==> src/hw/rtl/life_generation_stencil_top_defines.svh <==
// Assertion macros for the life generation stencil.
// Taken in by the top level; define ASSERT_OFF to drop all checks.
`ifndef LIFE_GENERATION_STENCIL_TOP_DEFINES_SVH
`define LIFE_GENERATION_STENCIL_TOP_DEFINES_SVH

`ifndef ASSERT_OFF
// same-cycle implication
`define LGS_ASSERT_NOW(name, clk, rst_n, ante, cons) \
  name: assert property (@(posedge clk) disable iff (!rst_n) (ante) |-> (cons)) \
    else $error("lgs assertion failed");
// next-cycle implication
`define LGS_ASSERT_NEXT(name, clk, rst_n, ante, cons) \
  name: assert property (@(posedge clk) disable iff (!rst_n) (ante) |=> (cons)) \
    else $error("lgs assertion failed");
`else
`define LGS_ASSERT_NOW(name, clk, rst_n, ante, cons)
`define LGS_ASSERT_NEXT(name, clk, rst_n, ante, cons)
`endif

`endif

==> src/hw/rtl/lgs_pkg.sv <==
// Package for the life generation stencil: sizes, payload types, register indexes.
// No dependencies.
`default_nettype none

package lgs_pkg;

  localparam int MAX_COLUMNS = 1024;
  localparam int MAX_ROWS    = 1024;
  localparam int REG_W       = 11;
  localparam int LINE_DEPTH  = MAX_COLUMNS + 2;
  localparam int ADDR_W      = $clog2(LINE_DEPTH);
  localparam int PW_W        = $clog2(LINE_DEPTH + 1);
  localparam int RW_W        = $clog2(MAX_ROWS + 3);
  localparam int CFG_IDX_W   = 2;
  localparam int OUT_DEPTH   = 4;
  localparam int OUT_PTR_W   = $clog2(OUT_DEPTH);
  localparam int OUT_CNT_W   = $clog2(OUT_DEPTH + 1);
  localparam logic [REG_W-1:0] COLS_RESET = REG_W'(64);
  localparam logic [REG_W-1:0] ROWS_RESET = REG_W'(64);

  typedef enum logic [CFG_IDX_W-1:0] {
    CFG_COLS = 2'd0,
    CFG_ROWS = 2'd1
  } lgs_cfg_idx_e;

  typedef struct packed {
    logic cell_in;
    logic frame_start;
  } lgs_in_t;

  typedef struct packed {
    logic cell_next;
    logic frame_last;
  } lgs_out_t;

  // one line buffer entry: both previous rows at a column
  typedef struct packed {
    logic upper;
    logic middle;
  } lgs_line_t;

  // window column: bit 0 upper, bit 1 middle, bit 2 incoming row
  typedef logic [2:0] lgs_col_t;

endpackage

`default_nettype wire

==> src/hw/rtl/lgs_line_buf.sv <==
// Two-row line buffer memory with read-during-write bypass and reset clear sweep.
// Depends on lgs_pkg.
`default_nettype none

module lgs_line_buf
  import lgs_pkg::*;
(
  input  wire logic              clk_i,
  input  wire logic              rst_ni,
  input  wire logic              rd_en_i,
  input  wire logic [ADDR_W-1:0] rd_addr_i,
  input  wire logic              wr_en_i,
  input  wire logic [ADDR_W-1:0] wr_addr_i,
  input  wire lgs_line_t         wr_data_i,
  output lgs_line_t              rd_data_o,
  output logic                   clr_busy_o
);

  lgs_line_t mem [LINE_DEPTH];
  lgs_line_t rd_q;
  lgs_line_t fwd_data_q;
  logic      fwd_q, fwd_d;
  logic [ADDR_W-1:0] clr_cnt_q, clr_cnt_d;
  logic      clr_busy_q, clr_busy_d;
  logic      mem_we;
  logic [ADDR_W-1:0] mem_waddr;
  lgs_line_t mem_wdata;

  always_comb begin
    if (clr_busy_q) begin
      mem_we    = 1'b1;
      mem_waddr = clr_cnt_q;
      mem_wdata = '0;
    end else begin
      mem_we    = wr_en_i;
      mem_waddr = wr_addr_i;
      mem_wdata = wr_data_i;
    end
  end

  always_comb begin
    clr_cnt_d  = clr_cnt_q;
    clr_busy_d = clr_busy_q;
    if (clr_busy_q) begin
      if (clr_cnt_q == ADDR_W'(LINE_DEPTH - 1)) begin
        clr_busy_d = 1'b0;
      end else begin
        clr_cnt_d = clr_cnt_q + 1'b1;
      end
    end
  end

  assign fwd_d = rd_en_i && mem_we && (mem_waddr == rd_addr_i);

  always_ff @(posedge clk_i) begin
    if (mem_we) begin
      mem[mem_waddr] <= mem_wdata;
    end
    if (rd_en_i) begin
      rd_q <= mem[rd_addr_i];
    end
    fwd_data_q <= mem_wdata;
  end

  always_ff @(posedge clk_i or negedge rst_ni) begin
    if (!rst_ni) begin
      clr_cnt_q  <= '0;
      clr_busy_q <= 1'b1;
      fwd_q      <= 1'b0;
    end else begin
      clr_cnt_q  <= clr_cnt_d;
      clr_busy_q <= clr_busy_d;
      fwd_q      <= fwd_d;
    end
  end

  assign rd_data_o  = fwd_q ? fwd_data_q : rd_q;
  assign clr_busy_o = clr_busy_q;

endmodule

`default_nettype wire

==> src/hw/rtl/lgs_win_cell.sv <==
// One column cell of the 3x3 window chain; holds a column and counts the incoming one.
// Depends on lgs_pkg.
`default_nettype none

module lgs_win_cell
  import lgs_pkg::*;
(
  input  wire logic     clk_i,
  input  wire logic     rst_ni,
  input  wire logic     shift_i,
  input  wire lgs_col_t col_i,
  output lgs_col_t      col_o,
  output logic [1:0]    cnt_o
);

  lgs_col_t col_q, col_d;

  assign col_d = shift_i ? col_i : col_q;

  always_ff @(posedge clk_i or negedge rst_ni) begin
    if (!rst_ni) begin
      col_q <= '0;
    end else begin
      col_q <= col_d;
    end
  end

  // live cells in the column this cell holds after the shift
  assign cnt_o = 2'(col_i[0]) + 2'(col_i[1]) + 2'(col_i[2]);
  assign col_o = col_q;

endmodule

`default_nettype wire

==> src/hw/rtl/lgs_out_fifo.sv <==
// Small result queue that decouples the stencil from the output handshake.
// Depends on lgs_pkg.
`default_nettype none

module lgs_out_fifo
  import lgs_pkg::*;
(
  input  wire logic                 clk_i,
  input  wire logic                 rst_ni,
  input  wire logic                 push_i,
  input  wire lgs_out_t             push_data_i,
  input  wire logic                 pop_i,
  output lgs_out_t                  head_o,
  output logic                      valid_o,
  output logic [OUT_CNT_W-1:0]      count_o
);

  lgs_out_t mem [OUT_DEPTH];
  logic [OUT_PTR_W-1:0] wr_ptr_q, wr_ptr_d, rd_ptr_q, rd_ptr_d;
  logic [OUT_CNT_W-1:0] cnt_q, cnt_d;
  logic                 do_pop;

  assign do_pop = pop_i && (cnt_q != '0);

  always_comb begin
    wr_ptr_d = push_i ? wr_ptr_q + 1'b1 : wr_ptr_q;
    rd_ptr_d = do_pop ? rd_ptr_q + 1'b1 : rd_ptr_q;
    cnt_d    = cnt_q + OUT_CNT_W'(push_i) - OUT_CNT_W'(do_pop);
  end

  always_ff @(posedge clk_i) begin
    if (push_i) begin
      mem[wr_ptr_q] <= push_data_i;
    end
  end

  always_ff @(posedge clk_i or negedge rst_ni) begin
    if (!rst_ni) begin
      wr_ptr_q <= '0;
      rd_ptr_q <= '0;
      cnt_q    <= '0;
    end else begin
      wr_ptr_q <= wr_ptr_d;
      rd_ptr_q <= rd_ptr_d;
      cnt_q    <= cnt_d;
    end
  end

  assign head_o  = mem[rd_ptr_q];
  assign valid_o = (cnt_q != '0);
  assign count_o = cnt_q;

endmodule

`default_nettype wire

==> src/hw/rtl/life_generation_stencil_top.sv <==
// Path: a transfer is registered in the s1 registers, then its result is offered from the result queue.
// Throughput: one cell per cycle; the 1-port-write line buffer and the
// 4-entry result queue set it, and ready drops when the queue backs up or the reset sweep runs.
// Reset: config returns to 64x64, window and counters clear, and the line
// buffer is swept to zero with in_ready_o low until the sweep is done.
// Depends on lgs_pkg, lgs_line_buf, lgs_win_cell, lgs_out_fifo, defines header.
`default_nettype none

`include "life_generation_stencil_top_defines.svh"

module life_generation_stencil_top
  import lgs_pkg::*;
(
  input  wire logic                 clk_i,
  input  wire logic                 rst_ni,
  input  wire logic                 in_valid_i,
  output logic                      in_ready_o,
  input  wire lgs_in_t              in_data_i,
  output logic                      out_valid_o,
  input  wire logic                 out_ready_i,
  output lgs_out_t                  out_data_o,
  input  wire logic                 cfg_we_i,
  input  wire logic [CFG_IDX_W-1:0] cfg_idx_i,
  input  wire logic [REG_W-1:0]     cfg_data_i
);

  logic [REG_W-1:0] cols_q, cols_d, rows_q, rows_d;
  logic [PW_W-1:0]  cols_clamp, padded_w, col_q, col_d, col_cur, col_eff;
  logic [RW_W-1:0]  rows_clamp, padded_h, row_q, row_d, row_cur;
  logic             in_xfer, emit, last;

  logic             s1_v_q, s1_emit_q, s1_last_q, s1_cell_q;
  logic [ADDR_W-1:0] s1_addr_q;

  lgs_line_t        rd_data, wr_data;
  logic             clr_busy;
  lgs_col_t         new_col, win2_col, win1_col;
  logic [1:0]       cnt0, cnt1, cnt2;
  logic [3:0]       alive;
  logic             centre;
  lgs_out_t         res;
  logic             fifo_push;
  logic [OUT_CNT_W-1:0] fifo_cnt;

  // config
  always_comb begin
    cols_d = cols_q;
    rows_d = rows_q;
    if (cfg_we_i) begin
      unique case (cfg_idx_i)
        CFG_COLS: cols_d = cfg_data_i;
        CFG_ROWS: rows_d = cfg_data_i;
        default: ;
      endcase
    end
  end

  always_comb begin
    cols_clamp = (32'(cols_q) > 32'(MAX_COLUMNS)) ? PW_W'(MAX_COLUMNS) : PW_W'(cols_q);
    rows_clamp = (32'(rows_q) > 32'(MAX_ROWS)) ? RW_W'(MAX_ROWS) : RW_W'(rows_q);
    padded_w   = cols_clamp + PW_W'(2);
    padded_h   = rows_clamp + RW_W'(2);
  end

  // position counters
  assign in_xfer = in_valid_i && in_ready_o;

  always_comb begin
    col_cur = in_data_i.frame_start ? '0 : col_q;
    row_cur = in_data_i.frame_start ? '0 : row_q;
    col_eff = (32'(col_cur) >= 32'(LINE_DEPTH)) ? PW_W'(LINE_DEPTH - 1) : col_cur;
    emit    = (row_cur >= RW_W'(2)) && (col_eff >= PW_W'(2));
    last    = ((RW_W+1)'(row_cur) + 1'b1 == (RW_W+1)'(padded_h)) &&
              ((PW_W+1)'(col_eff) + 1'b1 == (PW_W+1)'(padded_w));
    col_d   = col_q;
    row_d   = row_q;
    if (in_xfer) begin
      if ((PW_W+1)'(col_cur) + 1'b1 >= (PW_W+1)'(padded_w)) begin
        col_d = '0;
        if ((RW_W+1)'(row_cur) + 1'b1 >= (RW_W+1)'(padded_h)) begin
          row_d = '0;
        end else begin
          row_d = row_cur + 1'b1;
        end
      end else begin
        col_d = col_cur + 1'b1;
        row_d = row_cur;
      end
    end
  end

  always_ff @(posedge clk_i or negedge rst_ni) begin
    if (!rst_ni) begin
      cols_q    <= COLS_RESET;
      rows_q    <= ROWS_RESET;
      col_q     <= '0;
      row_q     <= '0;
      s1_v_q    <= 1'b0;
      s1_emit_q <= 1'b0;
    end else begin
      cols_q    <= cols_d;
      rows_q    <= rows_d;
      col_q     <= col_d;
      row_q     <= row_d;
      s1_v_q    <= in_xfer;
      s1_emit_q <= in_xfer && emit;
    end
  end

  always_ff @(posedge clk_i) begin
    if (in_xfer) begin
      s1_last_q <= last;
      s1_cell_q <= in_data_i.cell_in;
      s1_addr_q <= col_eff[ADDR_W-1:0];
    end
  end

  // line buffers: read on transfer, rotate rows in the cycle after
  assign wr_data.upper  = rd_data.middle;
  assign wr_data.middle = s1_cell_q;

  lgs_line_buf u_line_buf (
    .clk_i      (clk_i),
    .rst_ni     (rst_ni),
    .rd_en_i    (in_xfer),
    .rd_addr_i  (col_eff[ADDR_W-1:0]),
    .wr_en_i    (s1_v_q),
    .wr_addr_i  (s1_addr_q),
    .wr_data_i  (wr_data),
    .rd_data_o  (rd_data),
    .clr_busy_o (clr_busy)
  );

  // window chain: newest column enters cell 2, oldest sits in cell 0
  assign new_col = {s1_cell_q, rd_data.middle, rd_data.upper};

  lgs_win_cell u_cell2 (
    .clk_i   (clk_i),
    .rst_ni  (rst_ni),
    .shift_i (s1_v_q),
    .col_i   (new_col),
    .col_o   (win2_col),
    .cnt_o   (cnt2)
  );

  lgs_win_cell u_cell1 (
    .clk_i   (clk_i),
    .rst_ni  (rst_ni),
    .shift_i (s1_v_q),
    .col_i   (win2_col),
    .col_o   (win1_col),
    .cnt_o   (cnt1)
  );

  lgs_win_cell u_cell0 (
    .clk_i   (clk_i),
    .rst_ni  (rst_ni),
    .shift_i (s1_v_q),
    .col_i   (win1_col),
    .col_o   (),
    .cnt_o   (cnt0)
  );

  // B3/S23
  always_comb begin
    centre         = win2_col[1];
    alive          = 4'(cnt0) + 4'(cnt1) + 4'(cnt2) - 4'(centre);
    res.cell_next  = (alive == 4'd3) || ((alive == 4'd2) && centre);
    res.frame_last = s1_last_q;
  end

  assign fifo_push = s1_emit_q;

  lgs_out_fifo u_out_fifo (
    .clk_i       (clk_i),
    .rst_ni      (rst_ni),
    .push_i      (fifo_push),
    .push_data_i (res),
    .pop_i       (out_ready_i),
    .head_o      (out_data_o),
    .valid_o     (out_valid_o),
    .count_o     (fifo_cnt)
  );

  // room for everything in flight plus the next transfer
  assign in_ready_o = !clr_busy &&
                      ((OUT_CNT_W+1)'(fifo_cnt) + (OUT_CNT_W+1)'(s1_emit_q) <
                       (OUT_CNT_W+1)'(OUT_DEPTH));

  `LGS_ASSERT_NOW(a_no_overflow, clk_i, rst_ni, fifo_push,
                  (fifo_cnt < OUT_CNT_W'(OUT_DEPTH)) || out_ready_i)
  `LGS_ASSERT_NEXT(a_emit_reaches_queue, clk_i, rst_ni, in_xfer && emit, fifo_push)
  `LGS_ASSERT_NOW(a_no_work_in_clear, clk_i, rst_ni, clr_busy, !s1_v_q && !in_xfer)

endmodule

`default_nettype wire
==> config.mk <==
export PLATFORM = sky130hd
export DESIGN_NAME = life_generation_stencil_top
export DESIGN_NICKNAME = d
export VERILOG_FILES = /design/src/hw/rtl/lgs_pkg.sv /design/src/hw/rtl/lgs_line_buf.sv /design/src/hw/rtl/lgs_win_cell.sv /design/src/hw/rtl/lgs_out_fifo.sv /design/src/hw/rtl/life_generation_stencil_top.sv
export VERILOG_INCLUDE_DIRS = /design/src /design/src/hw/rtl
export SDC_FILE = /design/constraint.sdc
export NUM_CORES = 2
export LEC_CHECK = 0
export BUFFER_PORTS_ARGS = -buffer_cell sky130_fd_sc_hd__buf_4
export CAP_MARGIN = 20
export CORE_MARGIN = 2
export CORE_UTILIZATION = 63
export DETAILED_ROUTE_END_ITERATION = 10
export GPL_ROUTABILITY_DRIVEN = 1
export HOLD_SLACK_MARGIN = 0.12
export PLACE_DENSITY = 0.79
export SETUP_SLACK_MARGIN = 0.02
export SYNTH_ARGS = -nofsm -noshare
export SYNTH_HDL_FRONTEND = slang
export SYNTH_HIERARCHICAL = 1
export SYNTH_SLANG_ARGS = --single-unit
==> constraint.sdc <==
create_clock -name clk_i -period 36.6 [get_ports clk_i]
set_input_delay 7.32 -clock clk_i [delete_from_list [all_inputs] [get_ports clk_i]]
set_output_delay 7.32 -clock clk_i [all_outputs]
set_load 0.05 [all_outputs]
Word level (Yosys, flattened, before mapping)
Memory sizes are Yosys's and may differ from the RTL's. A register that Yosys moved wholly into a read port is not among the register bits.
Cells that the tools add are included.
- register bits: 87
- RAM bits: 2060
- input port bits: 20
- word-level logic and storage cells: 93
- memories: 2
- add/subtract/negate cells: 22
- order comparisons: 8
- equal/unequal tests: 7
- muxes and demuxes: 18
- bitwise logic cells: 1
- reductions and logical operators: 16
- memory list (name ; words ; width ; read ports ; clocked after Yosys merged registers in ; wr ports ; RTL line ; RTL):
    u_line_buf.mem ; 1026 ; 2 ; 1 ; 1 ; 1 ; lgs_line_buf.sv:19 ; lgs_line_t mem [LINE_DEPTH];
    u_out_fifo.mem ; 4 ; 2 ; 1 ; 0 ; 1 ; lgs_out_fifo.sv:18 ; lgs_out_t mem [OUT_DEPTH];
- operators by type and width (cell ; number):
    11-bit two-way mux ; 9
    11-bit by 1-bit adder with 12-bit output (second input constant) ; 3
    11-bit by 1-bit adder with 11-bit output (second input constant) ; 3
    12-bit by 11-bit equality test with 1-bit output ; 2
    12-bit by 11-bit >= comparator with 1-bit output ; 2
    11-bit by 2-bit adder with 11-bit output (second input constant) ; 2
    11-bit by 2-bit >= comparator with 1-bit output (second input constant) ; 2
    11-bit greater-than comparator (second input constant) ; 2
    11-bit equality test ; 1
    11-bit equality test (second input constant) ; 1
    11-bit >= comparator (second input constant) ; 1
    1-bit logical AND ; 9
    4-bit by 2-bit equality test with 1-bit output (second input constant) ; 2
    1-bit two-way mux ; 7
    1-bit by 1-bit adder with 2-bit output ; 3
    2-bit by 1-bit adder with 2-bit output ; 3
    2-bit AND reduction ; 3
    2-bit by 1-bit adder with 2-bit output (second input constant) ; 2
    3-bit by 1-bit adder with 4-bit output ; 1
    3-bit by 2-bit adder with 4-bit output ; 1
    4-bit by 3-bit less-than comparator with 1-bit output (second input constant) ; 1
    2-bit two-way mux ; 2
    4-bit by 1-bit subtractor with 4-bit output ; 1
    2-bit by 2-bit adder with 3-bit output ; 1
    8 further kinds ; 8

Logic depth before layout (Yosys ltp)
- depth after elaboration: 8
- mapped depth: 24
- gate-level depth less buffers: 15

Hierarchy
The synthesis kept the hierarchy.
- by module, submodules not included (module ; times used ; cells each ; area each (um2) ; sequential area each (um2)):
    lgs_line_buf ; 1 ; 4967 ; 85104.1 ; 62045.8
    life_generation_stencil_top ; 1 ; 464 ; 4364.2 ; 1544.0
    lgs_out_fifo ; 1 ; 44 ; 686.9 ; 415.4
    lgs_win_cell ; 3 ; 7 ; 128.9 ; 75.1

Worst setup path before layout
No wires, ideal clock.
- path type: register -> register
- from: register u_line_buf.clr_busy_q (netlist: u_line_buf/clr_busy_o)
- to: memory u_line_buf/mem[0][1] (netlist bit) (data pin)
- setup time: 5.241 ns
- arrival: 25.982 ns
- required time: 31.359 ns
- slack: 5.377 ns
- stages on the path, launching flop included: 6
- path buffers: 4
- clock period less this slack: 31.223 ns
- cells stage by stage: dfstp_2 -> clkbuf_1 -> clkbuf_1 -> buf_2 -> clkbuf_1 -> nor2b_1
- RTL lines (element ; RTL line ; RTL):
    from (decl) ; lgs_line_buf.sv:24 ; logic clr_busy_q, clr_busy_d;
    from (signal assigned) ; lgs_line_buf.sv:72 ; clr_busy_q <= clr_busy_d;
    to (decl) ; lgs_line_buf.sv:19 ;

Worst setup path in the final report
- from: input port in_data_i[0] (netlist bit)
- to: register u_line_buf/rd_q[1] (netlist name)
- word-level cells in the longest chain between the ends: 3
- ends and longest elaborated chain (element ; RTL line ; RTL):
    from (decl) ; life_generation_stencil_top.sv:18 ; input wire lgs_in_t in_data_i,
    11-bit two-way mux * ; life_generation_stencil_top.sv:69 ; col_cur = in_data_i.frame_start ? '0 : col_q;
    11-bit >= comparator ; life_generation_stencil_top.sv:71 ; col_eff = (32'(col_cur) >= 32'(LINE_DEPTH)) ? PW_W'(LINE_DEPTH - 1) : col_cur;
    11-bit two-way mux * ; life_generation_stencil_top.sv:71 ;
    via col_eff[0] ; life_generation_stencil_top.sv:28 ; logic [PW_W-1:0] cols_clamp, padded_w, col_q, col_d, col_cur, col_eff;
Mark *: on every way through the listed nets, which the timed path passes. The rest lies on a longest branch.
A chain may end at the register's enable or synchronous reset.

==> flow_metrics.tcl <==
set metrics [dict create \
    grt_setup_unrepaired "no" \
    grt_overflow_total 0 \
    finish.instance_area_um2 99400 \
    place.detailed.hpwl_um 143000 \
    post_cts.resized_instances 0 \
    vias_per_cell 7.16 \
    io_buffer_count 23 \
    timing.max_cap.violations 0 \
    design.portCount 24 \
    timing.final.hold_violations 0 \
    setup-tns-final_ns 0 \
    track_usage_pct 34.8 \
    cp-start-kind "input pin" \
    htree_num_levels 4 \
    remaining_drc_errors 0 \
    rr_worst_depth 18 \
    placedInstanceArea_um2 92400 \
    placementRows 139 \
    layout-drive-gt1-share_pct 18.0 \
    cp_max_fo 83 \
    nets 5520 \
    endpoint_kind "flip-flop" \
    clkLatencyLatePin_ns 0.85 \
    hold_path.class "reg2reg" \
    cts_num_sinks 2149 \
    power.ir.vdd_worst_v 0.0000605 \
    firstDrtPassIters 8 \
    initial_utilization_pct 63.3 \
    grt_antenna_before_repair 19 \
    crit-reg2reg-launch "col_q[1]$_DFFE_PN0P_" \
    syn2layout_area_growth_pct 9.90 \
    cp_data_arrival_time_ns 14.51 \
    ctsLongestPathBuffers 3 \
    mostFrequentLayoutCells "2,075 x sky130_fd_sc_hd__edfxtp_1, 1,089 x sky130_fd_sc_hd__nor2_1, 425 x sky130_fd_sc_hd__mux4_2" \
    run_status "complete, no violations" \
    grt_pass1_wl_um 363000 \
    cts_tree "built" \
    crit_path_end "u_line_buf/rd_q[1]$_DFFE_PP_" \
    beginning_of_the_critical_path "in_data_i[0]" \
    grt_start_max_net_pins 259 \
    place_congestion 0.901 \
    power_density_nw_per_um2 60.3 \
    setup-violations-final 0 \
    cts.hold.buffers_added 0 \
    die_height_um 383 \
    postCtsSetupRepairBufs 0 \
    worst_slew_pin_slew_ns 1.30 \
    finalWorstPathRequiredPeriod_ns 13.95 \
    grt_pass1_vias 52667 \
    syn-mean-instance-area_um2 16.5 \
    design.core.area_um2 143000 \
    cts_buffers 206 \
    achievable-frequency_mhz 71.7 \
    mappedNetlistNets 5558 \
    final_common_cell "sky130_fd_sc_hd__edfxtp_1" \
    cts_root_buffer "sky130_fd_sc_hd__clkbuf_16" \
    die_w_um 383 \
    slew_viol_final 0 \
    die_area_um2 147000 \
    route.antenna.remaining_nets 0 \
    post_synth_inst_count 5490 \
    leakagePower_nw 30.2 \
    dr_total_vias 53932 \
    timing.reg2reg.setup_slack_ns 29.04 \
    synth.yosys.warnings 6 \
    crit_path_kind "in2reg" \
    worst_slew_margin_pct 13.1 \
    initialDrtViolationCount 10474 \
    period_share_pct 38.1 \
    worstReg2RegEnd "u_line_buf/rd_q[1]$_DFFE_PP_" \
    routed_wl_um 254000 \
    clk_transition_reported_paths_ns 0.06 \
    timing.clock.skew_ns 0.0311 \
    wl_per_cell_um 33.8 \
    post_synth_instance_area_um2 90400 \
    timing.critical_path.required_ns 37.16 \
]
-- flip-flops by register name, indices dropped and copies added, names as in the netlist, 2 cells and up --
name and cells:
u_cell1/col_o 3, u_out_fifo/count_o 3, u_line_buf/rd_q 2, u_line_buf/mem 2052, col_q 11, row_q 11, u_line_buf/fwd_data_q 2, u_cell2/col_o 3
u_line_buf/clr_cnt_q 11, u_out_fifo/rd_ptr_q 2, rows_q 11, s1_addr_q 11, cols_q 11, u_out_fifo/mem 8, u_out_fifo/wr_ptr_q 2
-- metal layers --
layer  vias to the layer above  part of all wire [%]  GRT usage, %
met2                      4737                    46          52.6
met5                         -                 0.057         0.165
li1                      21303                     -             -
met1                     26948                    32          46.3
met4                        17                   6.5          19.0
met3                       927                    15          10.1
-- power by group --
group          switching [mW]  internal (mW)  total, mW
combinational           0.648          0.393       1.04
sequential             0.0280           2.83       2.86
clock                   0.906           1.19       2.09
total                    1.58           4.41       6.00
-- layout make-up --
class	instances	area (um^2)
Clock buffer	261	5530
Tap cell	1903	2380
Sequential cell	2149	64200
Multi-Input combinational cell	2873	24100
Timing Repair Buffer	183	2040
Clock inverter	115	1040
Inverter	39	156
Fill cell	8612	43600
Antenna cell	10	25.0
-- worst min path at each step --
| stage | start | endpoint | slack, ns | depth (start not counted) |
|---|---|---|---|---|
| floorplan | u_line_buf/clr_cnt_q[10]$_DFFE_PN0P_ | u_line_buf/clr_cnt_q[10]$_DFFE_PN0P_ | 0.46 | 1 |
| global placement | s1_last_q$_DFFE_PP_ | u_out_fifo/mem[1][0]$_DFFE_PP_ | 0.49 | 0 |
| detailed placement | u_line_buf/clr_cnt_q[10]$_DFFE_PN0P_ | u_line_buf/clr_cnt_q[10]$_DFFE_PN0P_ | 0.50 | 1 |
| CTS | u_line_buf/clr_cnt_q[10]$_DFFE_PN0P_ | u_line_buf/clr_cnt_q[10]$_DFFE_PN0P_ | 0.51 | 1 |
| global route | s1_last_q$_DFFE_PP_ | u_out_fifo/mem[1][0]$_DFFE_PP_ | 0.55 | 0 |
| finish | u_line_buf/clr_cnt_q[10]$_DFFE_PN0P_ | u_line_buf/clr_cnt_q[10]$_DFFE_PN0P_ | 0.51 | 1 |
-- metrics by stage --
| step | utilization [%] | setup WS, ns | hold slack, ns | total power, mW | std cells |
|---|---|---|---|---|---|
| after floorplan | - | 5.38 | 0.459 | 3.85 | 5490 |
| after global placement | 64.3 | 21.99 | 0.489 | 3.90 | 7112 |
| after detailed placement | 64.6 | 21.83 | 0.502 | 3.92 | 7129 |
| after CTS | 69.2 | 22.64 | 0.512 | 5.98 | 7505 |
| after global routing | 69.5 | 22.08 | 0.545 | 6.15 | 7524 |
| final | 69.5 | 22.65 | 0.509 | 6.00 | 7533 |
-- critical path, cell delays in order --
cell and delay [ns]:
sky130_fd_sc_hd__buf_4 0.28, sky130_fd_sc_hd__inv_1 0.23, sky130_fd_sc_hd__nand2_1 0.14, sky130_fd_sc_hd__ha_1 0.16, sky130_fd_sc_hd__nor4_1 0.07, sky130_fd_sc_hd__a31oi_1 0.27
sky130_fd_sc_hd__nor2_1 0.19, sky130_fd_sc_hd__inv_8 0.46, sky130_fd_sc_hd__buf_4 0.79, sky130_fd_sc_hd__buf_12 0.53, sky130_fd_sc_hd__buf_4 0.74, sky130_fd_sc_hd__buf_4 0.83
sky130_fd_sc_hd__mux4_2 0.61, sky130_fd_sc_hd__a22oi_1 0.31, sky130_fd_sc_hd__a21oi_1 0.12, sky130_fd_sc_hd__a211oi_1 0.25, sky130_fd_sc_hd__o21ai_0 0.22, sky130_fd_sc_hd__nor4b_1 0.27
sky130_fd_sc_hd__nor4_1 0.38, sky130_fd_sc_hd__a221oi_2 0.06
(Power assumes the default switching activity.)
